===== config.mk =====
export PLATFORM = sky130hd
export DESIGN_NAME = bth_ctrl
export DESIGN_NICKNAME = d
export VERILOG_FILES = /design/src/design/bth_pkg.sv /design/src/design/bth_ctrl.sv
export SDC_FILE = /design/constraint.sdc
export NUM_CORES = 1
export LEC_CHECK = 0
export BUFFER_PORTS_ARGS = -buffer_cell sky130_fd_sc_hd__buf_2
export CAP_MARGIN = 30
export CORE_MARGIN = 2
export CORE_UTILIZATION = 40
export CTS_CLUSTER_DIAMETER = 150
export DETAILED_ROUTE_END_ITERATION = 16
export SYNTH_ARGS = -nofsm -noshare
export SYNTH_HDL_FRONTEND = slang
export SYNTH_SLANG_ARGS = --single-unit
export TNS_END_PERCENT = 50

===== constraint.sdc =====
create_clock -name clk -period 4.1 [get_ports clk]
set_input_delay 0.41 -clock clk [delete_from_list [all_inputs] [get_ports clk]]
set_output_delay 0.41 -clock clk [all_outputs]
set_load 0.02 [all_outputs]

===== src/design/bth_pkg.sv =====
// Shared types, codes and helpers for the boundary-tag heap allocator.
`default_nettype none

package bth_pkg;

    localparam int BTH_HEAP_WORDS = 1024;

    // Signed heap positions, wide enough for a tag's room added to any index.
    localparam int POS_W = 34;
    typedef logic signed [POS_W-1:0] pos_t;

    localparam logic [3:0] CMD_ALLOC        = 4'd0;
    localparam logic [3:0] CMD_ALLOC_ZEROED = 4'd1;
    localparam logic [3:0] CMD_RESIZE       = 4'd2;
    localparam logic [3:0] CMD_RELEASE      = 4'd3;
    localparam logic [3:0] CMD_CHECK        = 4'd4;
    localparam logic [3:0] CMD_STATS        = 4'd5;
    localparam logic [3:0] CMD_READ_WORD    = 4'd6;
    localparam logic [3:0] CMD_WRITE_WORD   = 4'd7;
    localparam logic [3:0] CMD_REINIT       = 4'd8;

    typedef enum logic [1:0] {
        ST_OK      = 2'd0,
        ST_REFUSED = 2'd1,
        ST_RANGE   = 2'd2,
        ST_CORRUPT = 2'd3
    } status_t;

    typedef enum logic [5:0] {
        OP_NOP, OP_LOAD, OP_INIT0, OP_INIT1, OP_START,
        OP_RD_H, OP_RD_IDXM1, OP_RD_T, OP_RD_HM1, OP_RD_U, OP_RD_LS, OP_RD_START,
        OP_RD_IDX, OP_CAP_OLDR, OP_CP_READ,
        OP_WR_H_WORDS, OP_WR_SPL1, OP_WR_SPL2, OP_WR_SPL3,
        OP_WR_H_NEG, OP_WR_T_NEG, OP_A_WT_NEG, OP_Z_WR, OP_CP_WRITE,
        OP_MB_W0, OP_MB_W1, OP_WR_IDX,
        OP_A_NEXT, OP_CAP_T, OP_Z_START, OP_CAP_N, OP_CAP_P, OP_MB_LS, OP_CAP_LE,
        OP_C_NEXT, OP_S_ACC, OP_CAP_RD,
        OP_ST_REF, OP_ST_RANGE, OP_ST_COR, OP_PUBLISH
    } dp_op_t;

    typedef enum logic [6:0] {
        S_INIT0, S_INIT1, S_IDLE, S_DISPATCH,
        S_A_START, S_A_RD, S_A_TAG, S_A_STEP, S_A_CAPS,
        S_A_SPL0, S_A_SPL1, S_A_SPL2, S_A_SPL3,
        S_A_CAPN, S_A_NSRD, S_A_NSCMP, S_A_NSW0, S_A_NSW1, S_A_END,
        S_Z_START, S_Z_CHK, S_Z_WR,
        S_RZ_RDOLD, S_RZ_CHKOLD, S_RZ_RDO, S_RZ_RDN, S_RZ_MIN,
        S_CP_CHK, S_CP_RD, S_CP_WR,
        S_R_RDH, S_R_TAG, S_R_CAPT, S_R_RDT, S_R_CMPT, S_R_WH, S_R_WT, S_R_HCHK,
        S_R_RDHM1, S_R_CAPP, S_R_PCHK,
        S_M1_RDP, S_M1_PTAG, S_M1_LS, S_M1_LSCHK, S_M1_RDLS, S_M1_LE, S_M1_LECHK,
        S_M1_W0, S_M1_W1,
        S_M2_RDS, S_M2_LS, S_M2_LSCHK, S_M2_RDLS, S_M2_NTAG, S_M2_LE, S_M2_LECHK,
        S_M2_W0, S_M2_W1,
        S_C_START, S_C_RD, S_C_TAG, S_C_CAPT, S_C_RDT, S_C_CMP, S_C_NEXT,
        S_S_START, S_S_RD, S_S_ACC,
        S_RDW, S_RDCAP, S_WRW, S_RI0, S_RI1,
        S_FAIL_REF, S_FAIL_RANGE, S_FAIL_COR, S_DONE
    } state_t;

    typedef struct packed {
        logic [3:0] cmd;
        logic       words_zero;
        logic       idx_in;
        logic       idxm1_in;
        logic       h_in;
        logic       h_zero;
        logic       u_in;
        logic       ls_in;
        logic       le_in;
        logic       dst_in;
        logic       i_eq_n;
        logic       q_neg;
        logic       q_zero;
        logic       fit;
        logic       split;
        logic       qt_in;
        logic       q_ne_tag;
        logic       lf_neg;
    } dp_status_t;

    function automatic logic in_heap(pos_t x, pos_t n);
        return !x[POS_W-1] && (x < n);
    endfunction

    // magnitude of a tag, 2^31 for the most negative word
    function automatic pos_t room_of(logic [31:0] v);
        logic [31:0] m;
        m = v[31] ? (~v + 32'd1) : v;
        return pos_t'({2'b00, m});
    endfunction

endpackage

`default_nettype wire


===== src/design/bth_ctrl.sv =====
// Command sequencer of the allocator: walks, merges, copies and handshakes.
`default_nettype none

module bth_ctrl
    import bth_pkg::*;
(
    input  wire logic       clk,
    input  wire logic       rst_n,
    input  wire logic       in_valid,
    output logic            in_ready,
    output logic            out_valid,
    input  wire logic       out_ready,
    output dp_op_t          op,
    input  wire dp_status_t stat
);

    state_t state_reg, state_next;
    logic   out_valid_reg, out_valid_next;
    logic   out_free;
    state_t fail_rel;

    assign out_free = !out_valid_reg || out_ready;
    // release errors inside a resize all read as a refusal
    assign fail_rel = (stat.cmd == CMD_RESIZE) ? S_FAIL_REF : S_FAIL_COR;

    always_comb
    begin
        state_next = state_reg;
        unique case (state_reg)
            S_INIT0:    state_next = S_INIT1;
            S_INIT1:    state_next = S_IDLE;
            S_IDLE:     if (in_valid) state_next = S_DISPATCH;
            S_DISPATCH:
            begin
                unique case (stat.cmd)
                    CMD_ALLOC,
                    CMD_ALLOC_ZEROED:
                        state_next = stat.words_zero ? S_FAIL_REF : S_A_START;
                    CMD_RESIZE:
                        state_next = stat.idxm1_in ? S_RZ_RDOLD : S_FAIL_REF;
                    CMD_RELEASE:
                        state_next = stat.idxm1_in ? S_R_RDH : S_FAIL_RANGE;
                    CMD_CHECK:      state_next = S_C_START;
                    CMD_STATS:      state_next = S_S_START;
                    CMD_READ_WORD:  state_next = stat.idx_in ? S_RDW : S_FAIL_RANGE;
                    CMD_WRITE_WORD: state_next = stat.idx_in ? S_WRW : S_FAIL_RANGE;
                    CMD_REINIT:     state_next = S_RI0;
                    default:        state_next = S_FAIL_REF;
                endcase
            end
            S_A_START:  state_next = S_A_RD;
            S_A_RD:     state_next = stat.h_in ? S_A_TAG : S_FAIL_REF;
            S_A_TAG:
            begin
                priority if (!stat.fit)    state_next = S_A_STEP;
                else if (!stat.qt_in)      state_next = S_FAIL_REF;
                else if (stat.split)       state_next = S_A_CAPS;
                else                       state_next = S_A_CAPN;
            end
            S_A_STEP:   state_next = S_A_RD;
            S_A_CAPS:   state_next = S_A_SPL0;
            S_A_SPL0:   state_next = S_A_SPL1;
            S_A_SPL1:   state_next = S_A_SPL2;
            S_A_SPL2:   state_next = S_A_SPL3;
            S_A_SPL3:   state_next = S_A_END;
            S_A_CAPN:   state_next = S_A_NSRD;
            S_A_NSRD:   state_next = S_A_NSCMP;
            S_A_NSCMP:  state_next = stat.q_ne_tag ? S_FAIL_REF : S_A_NSW0;
            S_A_NSW0:   state_next = S_A_NSW1;
            S_A_NSW1:   state_next = S_A_END;
            S_A_END:
            begin
                priority if (stat.cmd == CMD_ALLOC_ZEROED) state_next = S_Z_START;
                else if (stat.cmd == CMD_RESIZE)          state_next = S_RZ_RDO;
                else                                      state_next = S_DONE;
            end
            S_Z_START:  state_next = S_Z_CHK;
            S_Z_CHK:    state_next = stat.i_eq_n ? S_DONE : S_Z_WR;
            S_Z_WR:     state_next = S_Z_CHK;
            S_RZ_RDOLD: state_next = S_RZ_CHKOLD;
            S_RZ_CHKOLD:
                state_next = (stat.q_neg || stat.words_zero) ? S_FAIL_REF : S_A_START;
            S_RZ_RDO:   state_next = S_RZ_RDN;
            S_RZ_RDN:   state_next = S_RZ_MIN;
            S_RZ_MIN:   state_next = S_CP_CHK;
            // past the heap end no destination word is ever written again
            S_CP_CHK:   state_next = (stat.i_eq_n || !stat.dst_in) ? S_R_RDH : S_CP_RD;
            S_CP_RD:    state_next = S_CP_WR;
            S_CP_WR:    state_next = S_CP_CHK;
            S_R_RDH:    state_next = S_R_TAG;
            S_R_TAG:
            begin
                priority if (stat.q_neg)  state_next = fail_rel;
                else if (!stat.qt_in)     state_next = fail_rel;
                else                      state_next = S_R_CAPT;
            end
            S_R_CAPT:   state_next = S_R_RDT;
            S_R_RDT:    state_next = S_R_CMPT;
            S_R_CMPT:   state_next = stat.q_ne_tag ? fail_rel : S_R_WH;
            S_R_WH:     state_next = S_R_WT;
            S_R_WT:     state_next = S_R_HCHK;
            S_R_HCHK:   state_next = stat.h_zero ? S_M2_RDS : S_R_RDHM1;
            S_R_RDHM1:  state_next = S_R_CAPP;
            S_R_CAPP:   state_next = S_R_PCHK;
            S_R_PCHK:   state_next = stat.u_in ? S_M1_RDP : S_M2_RDS;
            S_M1_RDP:   state_next = S_M1_PTAG;
            S_M1_PTAG:  state_next = stat.q_neg ? S_M1_LS : S_M2_RDS;
            S_M1_LS:    state_next = S_M1_LSCHK;
            S_M1_LSCHK: state_next = stat.ls_in ? S_M1_RDLS : S_M2_RDS;
            S_M1_RDLS:  state_next = S_M1_LE;
            S_M1_LE:    state_next = S_M1_LECHK;
            S_M1_LECHK: state_next = stat.le_in ? S_M1_W0 : S_M2_RDS;
            S_M1_W0:    state_next = S_M1_W1;
            S_M1_W1:    state_next = S_M2_RDS;
            S_M2_RDS:   state_next = S_M2_LS;
            S_M2_LS:    state_next = S_M2_LSCHK;
            S_M2_LSCHK: state_next = stat.ls_in ? S_M2_RDLS : S_DONE;
            S_M2_RDLS:  state_next = S_M2_NTAG;
            S_M2_NTAG:  state_next = stat.q_neg ? S_M2_LE : S_DONE;
            S_M2_LE:    state_next = S_M2_LECHK;
            S_M2_LECHK: state_next = stat.le_in ? S_M2_W0 : S_DONE;
            S_M2_W0:    state_next = S_M2_W1;
            S_M2_W1:    state_next = S_DONE;
            S_C_START:  state_next = S_C_RD;
            S_C_RD:     state_next = stat.h_in ? S_C_TAG : S_DONE;
            S_C_TAG:
                state_next = (stat.q_zero || !stat.qt_in) ? S_FAIL_COR : S_C_CAPT;
            S_C_CAPT:   state_next = S_C_RDT;
            S_C_RDT:    state_next = S_C_CMP;
            S_C_CMP:
                state_next = (stat.q_ne_tag || stat.lf_neg) ? S_FAIL_COR : S_C_NEXT;
            S_C_NEXT:   state_next = S_C_RD;
            S_S_START:  state_next = S_S_RD;
            S_S_RD:     state_next = stat.h_in ? S_S_ACC : S_DONE;
            S_S_ACC:    state_next = S_S_RD;
            S_RDW:      state_next = S_RDCAP;
            S_RDCAP:    state_next = S_DONE;
            S_WRW:      state_next = S_DONE;
            S_RI0:      state_next = S_RI1;
            S_RI1:      state_next = S_DONE;
            S_FAIL_REF,
            S_FAIL_RANGE,
            S_FAIL_COR: state_next = S_DONE;
            S_DONE:     if (out_free) state_next = S_IDLE;
            default:    state_next = S_IDLE;
        endcase
    end

    always_comb
    begin
        op = OP_NOP;
        unique case (state_reg)
            S_INIT0, S_RI0:           op = OP_INIT0;
            S_INIT1, S_RI1:           op = OP_INIT1;
            S_IDLE:                   op = in_valid ? OP_LOAD : OP_NOP;
            S_A_START, S_C_START,
            S_S_START:                op = OP_START;
            S_A_RD, S_C_RD, S_S_RD:   op = OP_RD_H;
            S_A_STEP:                 op = OP_A_NEXT;
            S_A_CAPS, S_A_CAPN,
            S_R_CAPT, S_C_CAPT:       op = OP_CAP_T;
            S_A_SPL0:                 op = OP_WR_H_WORDS;
            S_A_SPL1:                 op = OP_WR_SPL1;
            S_A_SPL2:                 op = OP_WR_SPL2;
            S_A_SPL3:                 op = OP_WR_SPL3;
            S_A_NSRD, S_R_RDT,
            S_C_RDT:                  op = OP_RD_T;
            S_A_NSW0, S_R_WH:         op = OP_WR_H_NEG;
            S_A_NSW1:                 op = OP_A_WT_NEG;
            S_Z_START:                op = OP_Z_START;
            S_Z_WR:                   op = OP_Z_WR;
            S_RZ_RDOLD, S_RZ_RDO,
            S_R_RDH:                  op = OP_RD_IDXM1;
            S_RZ_RDN:                 op = OP_CAP_OLDR;
            S_RZ_MIN:                 op = OP_CAP_N;
            S_CP_RD:                  op = OP_CP_READ;
            S_CP_WR:                  op = OP_CP_WRITE;
            S_R_WT:                   op = OP_WR_T_NEG;
            S_R_RDHM1:                op = OP_RD_HM1;
            S_R_CAPP:                 op = OP_CAP_P;
            S_M1_RDP:                 op = OP_RD_U;
            S_M1_LS, S_M2_LS:         op = OP_MB_LS;
            S_M1_RDLS, S_M2_RDLS:     op = OP_RD_LS;
            S_M1_LE, S_M2_LE:         op = OP_CAP_LE;
            S_M1_W0, S_M2_W0:         op = OP_MB_W0;
            S_M1_W1, S_M2_W1:         op = OP_MB_W1;
            S_M2_RDS:                 op = OP_RD_START;
            S_C_NEXT:                 op = OP_C_NEXT;
            S_S_ACC:                  op = OP_S_ACC;
            S_RDW:                    op = OP_RD_IDX;
            S_RDCAP:                  op = OP_CAP_RD;
            S_WRW:                    op = OP_WR_IDX;
            S_FAIL_REF:               op = OP_ST_REF;
            S_FAIL_RANGE:             op = OP_ST_RANGE;
            S_FAIL_COR:               op = OP_ST_COR;
            S_DONE:                   op = out_free ? OP_PUBLISH : OP_NOP;
            default:                  op = OP_NOP;
        endcase
    end

    always_comb
    begin
        out_valid_next = out_valid_reg;
        if ((state_reg == S_DONE) && out_free)
        begin
            out_valid_next = 1'b1;
        end
        else if (out_ready)
        begin
            out_valid_next = 1'b0;
        end
    end

    always_ff @(posedge clk or negedge rst_n)
    begin
        if (!rst_n)
        begin
            state_reg     <= S_INIT0;
            out_valid_reg <= 1'b0;
        end
        else
        begin
            state_reg     <= state_next;
            out_valid_reg <= out_valid_next;
        end
    end

    assign in_ready  = (state_reg == S_IDLE);
    assign out_valid = out_valid_reg;

endmodule

`default_nettype wire

==> results.md, run 1 <==
Finish:
- The count of nets after finishing is 477.
- Of the cells placed in the final design, the portion with a size suffix greater than 1 is 0.162.
- The library cells used most frequently in the layout, excluding fill and tap cells, are sky130_fd_sc_hd__nor2_1 (33), sky130_fd_sc_hd__a21oi_1 (33), sky130_fd_sc_hd__nand2_1 (32), sky130_fd_sc_hd__buf_2 (32), sky130_fd_sc_hd__nand3_1 (29).
- The register with the most flip-flops in the layout has 7 of them.
- The final antenna diode count is 0.
- The layout-stage area growth over the synthesis result is 4.75%.

Critical path:
- The critical path is of the flop to primary output type.
- The signal on the critical path passes through nor2b_1 -> nand2_1 -> a21oi_1 -> a21oi_1 -> a21boi_0 -> o211ai_1 -> buf_2.
- The worst setup path is captured at a primary output.
- The most numerous cell type found on the critical path is sky130_fd_sc_hd__a21oi_1.
- The signal arrival time at the worst endpoint is 2.95 ns.
- The worst setup path is launched from a flop.
- STA puts the critical path data required time at 3.69 ns.
- The largest individual stage delay along the critical path comes from the cell sky130_fd_sc_hd__dfrtp_2.
- The worst register-to-register path has a depth of 8.
- The source of the worst register-to-register timing path is state_reg[0]$_DFFE_PN0P_.
- The setup check on the worst reg-to-reg path leaves a slack of 1.15 ns.
- Along the worst path, the maximum fanout reaches 36.
- The delay of the slowest cell on the worst path is 0.78 ns.
- The most critical setup path has its startpoint at state_reg[3]$_DFFE_PN0P_.
- The capture instance of the worst register-to-register path is state_reg[0]$_DFFE_PN0P_.

Synth:
- After synthesis the netlist holds a flip-flop and latch count of 8.
- In the synthesized netlist, the number of instances is 454.
- The post-synthesis average cell area is 6.61 um2.
- When the netlist entered floorplanning its net count stood at 479.
- In this run the cell area of the synthesized design comes to 3000 um2.
- The fraction of registers with async set/reset is 1.00.
- For this run, the register share of the synthesized area comes to 0.0667.
- In the synthesized netlist the dominant register cell turns out to be sky130_fd_sc_hd__dfrtp_1.
- The Yosys warning count is 0.
- Counting flops with a built-in enable in the synthesized netlist gives 0.
- The number of different library cells used by synthesis comes to 75.

Route:
- The first detailed-routing pass ran for 8 iterations.
- The routed layout has 4052 vias.
- The average via count per standard cell is 7.37.
- After detailed routing, the number of remaining DRC violations is 0.
- The wire length per cell after detailed routing is 23.3 um.
- The total length of routed wires is 12800 um.
- The remaining number of nets flagged by the antenna check after routing is 0.
- The DRC violation total after the first TritonRoute iteration is 792.

Clocking:
- After clock tree synthesis, the clock-pin slew on the worst setup and hold paths is 0.05 ns.
- No sink is reached through more buffers than the 2 on the longest clock path.
- In this run the number of H-tree levels came out at 1.
- The insertion delay to the later sink of the worst-skew pair is 0.24 ns.
- The post-CTS setup buffer count is 0.
- After clock tree synthesis, the repair step resized 0 gates.
- The tree is rooted in a sky130_fd_sc_hd__clkbuf_8.
- TritonCTS built the clock tree.
- The sink count of the clock tree is 8.
- For this design, the CTS-stage hold fixing added 0 buffers.
- Clock tree synthesis inserted a total of 3 buffers.

Placement:
- Before CTS, the worst setup slack after placement is 1.15 ns.
- The routability-driven placement congestion ratio is 1.06.
- The number of input and output port buffers inserted is 32.
- After legalization and detailed placement, the total HPWL measured 9460 um.

Timing:
- The worst-margin pin slew is 0.831 ns.
- The final count of negative-setup-slack endpoints is 0.
- The worst slew margin relative to its limit is 0.446.
- For the finished layout, the period the worst path requires is 3.36 ns.
- Setup repair after global routing left no endpoint under its margin.
- The number of max-slew violations in the final report was 0.
- The final hold violation count is 0.
- The highest clock frequency the design can meet is 297 MHz.
- The share of the cycle needed by the critical path after routing is 0.820.
- Setup total negative slack on the finished layout was measured at 0 ns.
- Clock skew on the completed layout was measured at 0.00533 ns.
- The post-route worst setup slack is 0.737 ns.

GRT:
- The number of global-route vias before repair is 3643.
- For this run, the total global-route usage over all layers was measured as 0.301.
- After global routing the overflow that remains totals 0.
- Entering global routing, the biggest net connects 44 pins.
- The first-pass GRT wire length is 19900 um.
- The number of antenna violations at the first check in global routing is 0.

Pwr:
- Dividing total power by cell area gives a power density of 803 nW/um2.
- The sequential share of power is 0.143.
- In this run the static leakage power is 0.00110 uW.
- Of the total power, the share spent switching nets is 0.641.
- The clock network fraction of total power is 0.042.
- Of the total power, combinational logic draws 0.814.
- For this design the total switching power over the nets is 1620 uW.
- The internal power of the cells totals 907 uW.
- The power consumption is 2520 uW.
- The highest ir drop seen on vdd is 0.000291 V.

Floorplanning:
- For this configuration, the core starts out at a cell density of 0.414.
- Row generation in the floorplan step produced 31 rows.
- The count of pins on the block boundary is 33.
- The placeable core region is 7250 um2.
- The die covers 8210 um2.
- The die is 90.6 um tall.
- The horizontal extent of the die is 90.6 um.

Run status:
- The flow ran to the end, and the final reports show no timing, DRC or antenna violations.

Worst hold path:
- The worst hold path belongs to the class primary input to asynchronous set/reset pin.

Run:
- Across the run, the number of max-cap violations was 0.
## cell usage after synthesis (4+ instances only)
library cell / count / area [um2]
sky130_fd_sc_hd__a211oi_1: 5 / 37.5
sky130_fd_sc_hd__a21oi_1: 33 / 165
sky130_fd_sc_hd__a22oi_1: 6 / 45.0
sky130_fd_sc_hd__a31oi_1: 4 / 25.0
sky130_fd_sc_hd__and2_1: 4 / 25.0
sky130_fd_sc_hd__buf_2: 26 / 130
sky130_fd_sc_hd__buf_4: 8 / 60.1
sky130_fd_sc_hd__buf_6: 4 / 45.0
sky130_fd_sc_hd__clkbuf_1: 11 / 41.3
sky130_fd_sc_hd__dfrtp_1: 8 / 200
sky130_fd_sc_hd__inv_1: 4 / 15.0
sky130_fd_sc_hd__mux2i_1: 4 / 40.0
sky130_fd_sc_hd__nand2_1: 32 / 120
sky130_fd_sc_hd__nand2b_1: 17 / 106
sky130_fd_sc_hd__nand3_1: 29 / 145
sky130_fd_sc_hd__nand3b_1: 6 / 45.0
sky130_fd_sc_hd__nand4_1: 13 / 81.3
sky130_fd_sc_hd__nand4b_1: 5 / 43.8
sky130_fd_sc_hd__nor2_1: 33 / 124
sky130_fd_sc_hd__nor2b_1: 16 / 100
sky130_fd_sc_hd__nor3_1: 20 / 100
sky130_fd_sc_hd__nor3b_1: 6 / 45.0
sky130_fd_sc_hd__nor4_1: 9 / 56.3
sky130_fd_sc_hd__o211ai_1: 6 / 45.0
sky130_fd_sc_hd__o21ai_0: 27 / 135
sky130_fd_sc_hd__o22ai_1: 13 / 81.3
sky130_fd_sc_hd__o31ai_1: 7 / 52.6
sky130_fd_sc_hd__o32ai_1: 7 / 61.3
sky130_fd_sc_hd__or2_2: 5 / 31.3
## worst max path at each step
stage	cells after the start	to
2_1_floorplan	7	op[0]
3_3_place_gp	8	op[0]
3_5_place_dp	8	op[0]
4_1_cts	7	op[0]
5_1_grt	7	op[2]
6_report	7	op[3]
## metrics by stage
stage | cell area (um2) | hold WS [ns] | instances | util
6_report | 3140 | 0.00954 | 550 | 0.433
5_1_grt | 3140 | 0.0286 | 550 | 0.433
4_1_cts | 3140 | 0.0233 | 550 | 0.433
3_5_place_dp | 3100 | 0.270 | 546 | 0.427
3_3_place_gp | 3100 | 0.269 | 546 | 0.427
2_1_floorplan | 3000 | 0.114 | 454 | -
## cell families after synthesis
group                  count (synthesis)  share of synthesized area
flip-flops                             8                     0.0667
XOR/XNOR                               6                     0.0175
AND/OR/NAND/NOR                      225                      0.446
multiplexers                           4                     0.0133
buffers and inverters                 58                      0.103
AO/OA/AOI/OAI                        153                      0.353
## critical path, delay by kind of cell, from the launching register on
family | cells | cell delay, ns
buffers and inverters | 1 | 0.19
AOI/OAI and AO/OA | 4 | 0.71
DFF | 1 | 0.78
and+or+nand+nor | 2 | 1.03
## metal layers
metal / wire length (um) / up-vias / global-route usage
li1: - / 1759 / -
met4: 956 / 0 / 0.209
met2: 5250 / 416 / 0.430
met3: 1840 / 94 / 0.0609
met5: 0 / - / 0
met1: 4750 / 1783 / 0.402
## final cells by class
cell class / instances / area, um2
Sequential cell: 8 / 204
Tap cell: 99 / 124
Inverter: 6 / 22.5
Multi-Input combinational cell: 388 / 2490
Fill cell: 775 / 4110
Timing Repair Buffer: 45 / 258
Clock buffer: 4 / 45.0
## power groups by stage
stage	combinational, uW	sequential (uW)	clock (uW)
floorplan	1660	140	0
global placement	2000	346	0
detailed placement	1950	346	0
CTS	1960	345	105
global route	2160	371	109
finish	2050	362	107
Power figures use the tool's default switching activity.
==> run 2, diff against run 1 <==
==> constraint.sdc (replaced) <==
create_clock -name clk -period 2.9 [get_ports clk]
set_input_delay 0.29 -clock clk [delete_from_list [all_inputs] [get_ports clk]]
set_output_delay 0.29 -clock clk [all_outputs]
set_load 0.02 [all_outputs]
==> results.md, run 2 (synthesized netlist as in run 1, its figures left out) <==
Run status:
- The flow ran to the end, and the final reports show no timing, DRC or antenna violations.

Placement:
- The pre-CTS setup slack is 0.337 ns.
- The HPWL after detailed placement is 10200 um.
- The number of input and output port buffers inserted is 32.
- The routability-driven placement congestion ratio is 1.05.
- The placement-stage cell area is 3350 um2.

Timing:
- Setup repair after global routing left no endpoint under its margin.
- The final count of negative-setup-slack endpoints is 0.
- In the post-route analysis, the smallest setup slack over all paths is 0.140 ns.
- The final hold violation count is 0.
- The share of the cycle needed by the critical path after routing is 0.952.
- Across the routed clock network, the largest skew measured is 0.00820 ns.
- At the pin with the least slew margin, the transition time is 0.672 ns.
- The number of max-slew violations in the final report is 0.
- The routed design could run at a clock period as short as 2.76 ns.
- The highest clock frequency the design can meet is 362 MHz.
- After routing, the total negative slack on setup checks comes to 0 ns.
- The worst slew margin relative to its limit is 0.548.

Route:
- In the routed layout, each cell is associated on average with a via count of 7.24.
- Dividing the detail-routed wire length by the instance count gives 23.1 um.
- The remaining number of nets flagged by the antenna check after routing is 0.
- The pre-antenna-repair detailed-routing pass consisted of 6 iterations.
- In this run, the number of DRC markers left after iteration 0 of detailed routing was 794.
- The DRC violation count after routing is 0.
- The final route contains 4207 vias.
- The total length of routed wires is 13400 um.

GRT:
- The number of antenna violations at the first check in global routing is 0.
- The leftover overflow at the end of global routing is 0.
- The number of global-route vias before repair is 3762.
- The overall global routing resource usage is 0.315.
- Entering global routing, the biggest net connects 25 pins.
- The first global-routing pass estimated 20900 um of wire.

Critical path:
- The critical path goes through buf_4 -> nor2b_1 -> a22oi_1 -> o31ai_1 -> nor4_1 -> o211ai_1 -> buf_2.
- The maximum fanout encountered on the critical timing path is 14.
- The worst-path cell with the longest stage delay is sky130_fd_sc_hd__dfrtp_1.
- The critical path start-end classification is flop to primary output.
- The family with the most delay on the worst path is compound AO/OA/AOI/OAI gates.
- The critical path launch point type is a flop.
- The critical path data required time is 2.61 ns.
- The delay of the slowest cell on the worst path is 0.54 ns.
- STA classifies the critical path endpoint as a primary output.
- STA puts the critical path data arrival time at 2.47 ns.
- Together, buffers and inverters on the worst path number 2.

Clocking:
- The post-CTS setup buffer count is 0.
- The sink count of the clock tree is 8.
- The later pin in the worst-skew pair is clocked with a latency of 0.23 ns.
- The clock root buffer master is sky130_fd_sc_hd__clkbuf_8.
- Counting along the longest clock path gives a buffer depth of 2.
- The number of H-tree levels is 1.
- The clock tree from TritonCTS is built.
- Buffers inserted during clock tree synthesis total 3.
- The clock-pin slew reported for the worst setup and hold paths after clock tree synthesis is 0.04 ns.

Pwr:
- The highest ir drop seen on vdd is 0.000454 V.
- The analysis attributes to cell leakage a power of 0.00126 uW.
- The design draws 3880 uW.
- The power density of the placed cells is 1140 nW/um2.

Floorplanning:
- The initial utilization of the core area, before any placement, comes to 0.414.
- After floorplanning, the core was divided into 31 placement rows.
- The count of pins on the block boundary is 33.
- The die covers 8210 um2.
- The vertical extent of the die is 90.6 um.
- The horizontal extent of the die is 90.6 um.
- The placeable core region is 7250 um2.

Finish:
- The area of all placed cells without fillers is 3410 um2.
- The layout-stage area growth over the synthesis result is 13.6%.
- The library cells used most frequently in the layout, excluding fill and tap cells, are sky130_fd_sc_hd__buf_4 (41), sky130_fd_sc_hd__nor2_1 (33), sky130_fd_sc_hd__a21oi_1 (33), sky130_fd_sc_hd__nand2_1 (32), sky130_fd_sc_hd__buf_2 (32).
- The share of post-route cells with drive strength above 1 is 0.216.
- The final layout contains 508 nets.
- The most common library cell in the layout ignoring fill and taps is sky130_fd_sc_hd__buf_4.
- The final antenna diode count is 0.
- The number of flip-flops under the largest register name is 7.

Worst hold path:
- The worst hold path belongs to the class primary input to asynchronous set/reset pin.

Run:
- The number of max-capacitance violations reported is 0.
[run 2: cell count changes in the layout (fill, tap and decap cells not counted), sizes merged]
cell,previous run,this run
dlygate4sd3,0,1
buf,45,75
[run 2: power breakdown]
part | internal (uW) | leakage [uW] | switching (uW)
registers | 164 | 0.0000990 | 185
logic | 1250 | 0.00114 | 2140
clock network | 95.3 | 0.0000228 | 44.8
total | 1510 | 0.00126 | 2370
[run 2: area by class of cell]
class	instances	area, um2
clock buffer	4	45.0
multi-input combinational	388	2490
fill	778	3840
sequential	8	204
inverter	6	22.5
tap	99	124
timing repair buffer	76	518
[run 2: final timing paths]
check	start	endpoint	slack (ns)	cells past startpoint
setup reg to reg	state_reg[4]$_DFFE_PN0P_	state_reg[1]$_DFFE_PN0P_	0.25	8
hold reg to reg	out_valid$_DFFE_PN0P_	out_valid$_DFFE_PN0P_	0.66	2
max in group asynchronous	rst_n	state_reg[2]$_DFFE_PN0P_	2.29	2
min in group clk	out_ready	out_valid$_DFFE_PN0P_	0.53	3
setup / recovery	state_reg[6]$_DFFE_PN0P_	op[3]	0.14	7
hold / removal	rst_n	state_reg[0]$_DFFE_PN0P_	0.43	2
[run 2: metrics by stage]
| step | hold WS (ns) | utilization | instances |
|---|---|---|---|
| after floorplan | -0.00559 | - | 454 |
| after global placement | 0.132 | 0.462 | 576 |
| after detailed placement | 0.134 | 0.462 | 576 |
| after CTS | 0.430 | 0.469 | 581 |
| after global routing | 0.459 | 0.470 | 581 |
| final | 0.428 | 0.470 | 581 |
[run 2: layer usage]
layer,wire length (um),up-vias,share of wire,GRT usage
met2,5750,384,0.43,0.484
li1,-,1810,-,-
met5,0,-,0,0
met3,1700,80,0.13,0.0492
met4,842,0,0.063,0.147
met1,5110,1933,0.38,0.431
[run 2: worst register-to-register path, cell delays in order, from the launching register on]
cell	delay, ns
sky130_fd_sc_hd__dfrtp_1	0.68
sky130_fd_sc_hd__buf_4	0.30
sky130_fd_sc_hd__or3_1	0.19
sky130_fd_sc_hd__buf_4	0.19
sky130_fd_sc_hd__nor2_1	0.07
sky130_fd_sc_hd__a21oi_1	0.18
sky130_fd_sc_hd__or4b_1	0.51
sky130_fd_sc_hd__nor4b_2	0.30
sky130_fd_sc_hd__a21oi_1	0.10
[run 2: timing repair]
item                                   CTS  global route
setup endpoints to repair                0             2
resized for setup                        0             1
endpoints found under the hold margin    8             0
hold buffers                             1             0
==> run 3, diff against run 2 <==
--- a/config.mk
+++ b/config.mk
@@ -7,10 +7,13 @@
 export LEC_CHECK = 0
 export BUFFER_PORTS_ARGS = -buffer_cell sky130_fd_sc_hd__buf_2
 export CAP_MARGIN = 30
+export CELL_PAD_IN_SITES_DETAIL_PLACEMENT = 0
+export CELL_PAD_IN_SITES_GLOBAL_PLACEMENT = 1
 export CORE_MARGIN = 2
-export CORE_UTILIZATION = 40
+export CORE_UTILIZATION = 39
 export CTS_CLUSTER_DIAMETER = 150
 export DETAILED_ROUTE_END_ITERATION = 16
+export PLACE_DENSITY_LB_ADDON = 0.1
 export SYNTH_ARGS = -nofsm -noshare
 export SYNTH_HDL_FRONTEND = slang
 export SYNTH_SLANG_ARGS = --single-unit
==> results.md, run 3 (synthesized netlist as in run 1, its figures left out) <==
Finish:
- The number of flip-flops under the largest register name is 7.
- Of the cells placed in the final design, the portion with a size suffix greater than 1 is 0.191.
- The layout has 797 filler cells.
- The post-layout utilization of the core is 0.450.
- After the flow finishes, the layout carries non-filler instances totaling 566.
- The top cell types in the final layout, fill and taps aside, are sky130_fd_sc_hd__nor2_1 (33), sky130_fd_sc_hd__a21oi_1 (33), sky130_fd_sc_hd__nand2_1 (32), sky130_fd_sc_hd__buf_2 (32), sky130_fd_sc_hd__nand3_1 (29).
- The layout-stage area growth over the synthesis result is 10.4%.
- After the last flow step, the layout net total stands at 493.
- The repair_antennas step left the layout with diodes totalling 0.

Run:
- The number of max-capacitance violations reported is 0.

Timing:
- Setup repair after global routing left no endpoint under its margin.
- Clock skew on the completed layout was measured at 0.00572 ns.
- For the final routed database, the setup TNS stands at 0 ns.
- Dividing the final minimum period by the clock period gives 0.976.
- The final hold violation count is 0.
- Setup violations remaining at the end of the flow were counted as 0.
- The worst-margin pin slew is 0.752 ns.
- Timing would allow up to 353 MHz.
- The worst slew margin relative to its limit is 0.497.
- The number of max-slew violations in the final report is 0.
- For the finished layout, the period the worst path requires is 2.83 ns.
- Hold is met by 0.432 ns.

Placement:
- Input and output buffers added on the ports amount to 32.
- The HPWL after detailed placement is 10100 um.
- The number of cells after detailed placement is 561.
- At the end of routability-driven placement, the weighted congestion stood at 0.991.

Route:
- In the routed design, unresolved DRC markers number 0.
- The routed via count is 4026.
- After detailed routing, the number of vias per cell comes to 7.11.
- For this run, the detailed router's first-pass iteration total came to 6.
- The detail route stage leaves a number of antenna-violating nets equal to 0.
- Dividing the detail-routed wire length by the instance count gives 24.6 um.
- The detailed router finished its first iteration with 667 violations.
- The total length of routed wires is 13900 um.

Clocking:
- No sink is reached through more buffers than the 2 on the longest clock path.
- The sink count of the clock tree is 8.
- After clock tree synthesis, the clock-pin slew on the worst setup and hold paths is 0.05 ns.
- The number of H-tree levels is 1.
- The clock root buffer master is sky130_fd_sc_hd__clkbuf_8.
- The clock tree from TritonCTS is built.
- Once the clock tree was built, the setup fixing pass inserted 0 buffers.
- The later pin in the worst-skew pair is clocked with a latency of 0.23 ns.
- The number of buffers created by CTS is 3.

Critical path:
- Counting cells, the worst reg-to-reg path comes to 7.
- The signal arrival time at the worst endpoint is 2.54 ns.
- The source of the worst register-to-register timing path is state_reg[1]$_DFFE_PN0P_.
- Walking the worst path, the cells encountered are buf_4 -> and2b_1 -> o32ai_1 -> a22o_1 -> a311oi_2 -> or4b_1 -> buf_2.
- The worst setup path is of the flop to primary output kind.
- The slowest stage of the critical path belongs to the cell sky130_fd_sc_hd__dfrtp_2.
- The critical path launch point type is a flop.
- The delay of the slowest cell on the worst path is 0.54 ns.
- Data on the critical path is required at its endpoint by 2.61 ns.
- Of all nets on the critical path, the largest fanout is 18.
- The endpoint identified for the worst register-to-register timing path is state_reg[0]$_DFFE_PN0P_.
- The worst setup slack for register-to-register paths is 0.20 ns.
- The worst setup path is captured at a primary output.

Floorplanning:
- The die is 91.7 um wide.
- The count of pins on the block boundary is 33.
- Row generation in the floorplan step produced 31 rows.
- The vertical extent of the die is 91.7 um.
- For this configuration, the core starts out at a cell density of 0.407.
- The floorplan step defined a die boundary enclosing 8410 um2.
- The placeable core region is 7370 um2.

GRT:
- The first global-routing pass estimated 21600 um of wire.
- The number of global-route vias before repair is 3728.
- In the global route stage, overall resource usage came out at 0.322.
- For this run the aggregate overflow at the end of global routing stands at 0.
- The number of antenna violations at the first check in global routing is 0.
- Entering global routing, the biggest net connects 51 pins.

Pwr:
- The power consumption is 3840 uW.
- IR analysis of the VDD net gives a maximum drop of 0.000457 V.
- In this run the power density over the cells is 1160 nW/um2.
- The leakage power total is 0.00119 uW.

Run status:
- The flow ran to the end, and the final reports show no timing, DRC or antenna violations.

Worst hold path:
- The worst min-delay path category is primary input to asynchronous set/reset pin.
[run 3: changes by cell type in the layout (fill, tap and decap cells not counted)]
cell and change:
sky130_fd_sc_hd__nor3b_2 -1, sky130_fd_sc_hd__nor3b_1 +1, sky130_fd_sc_hd__buf_4 -17, sky130_fd_sc_hd__a311oi_1 -1, sky130_fd_sc_hd__buf_6 +1, sky130_fd_sc_hd__a311oi_2 +1, sky130_fd_sc_hd__buf_12 +1
[run 3: power breakdown]
group	leakage, uW	internal (uW)	total, uW	switching [uW]
registers	0.0000990	166	281	115
logic	0.00106	1190	3420	2230
clock network	0.0000228	95.5	142	46.2
[run 3: worst max-delay path: cells and delay by family, from the launching register on]
kind | cells | cell delay, ns
buffers and inverters | 2 | 0.42
DFF | 1 | 0.54
AOI/OAI and AO/OA | 3 | 0.66
and+or+nand+nor | 2 | 0.68
[run 3: repair_timing]
item,in CTS,in global routing
endpoints found under the hold margin,8,0
gates resized for setup,0,2
setup endpoints to repair,0,1
hold buffers,1,0
[run 3: worst max-delay path by stage]
stage	start	slack (ns)	endpoint	depth (start not counted)
floorplan	state_reg[1]$_DFFE_PN0P_	0.68	op[0]	7
global placement	state_reg[3]$_DFFE_PN0P_	0.14	state_reg[0]$_DFFE_PN0P_	7
detailed placement	state_reg[3]$_DFFE_PN0P_	0.19	state_reg[0]$_DFFE_PN0P_	7
CTS	state_reg[3]$_DFFE_PN0P_	0.08	op[0]	7
global route	state_reg[3]$_DFFE_PN0P_	0.03	op[0]	7
finish	state_reg[3]$_DFFE_PN0P_	0.07	op[0]	7
[run 3: cell type report]
type,count,area [um2],share of cell area
clock buffer,4,45.0,0.0136
inverter,6,22.5,0.00680
multi-input combinational,388,2500,0.753
sequential,8,204,0.0616
tap,99,124,0.0374
timing repair buffer,61,422,0.127
[run 3: metal layers]
layer | track usage | wire length (um) | up-vias | share of wire
met5 | 0 | 0 | - | 0
met4 | 0.144 | 737 | 0 | 0.053
met3 | 0.0781 | 1610 | 64 | 0.12
met2 | 0.471 | 5970 | 320 | 0.43
met1 | 0.445 | 5610 | 1859 | 0.40
li1 | - | - | 1783 | -
[run 3: metrics by stage]
stage	setup WS, ns	instance area (um2)
final	0.0708	3310
after floorplan	0.685	3000
after global placement	0.139	3250
after detailed placement	0.192	3250
after CTS	0.0754	3300
after global routing	0.0272	3310
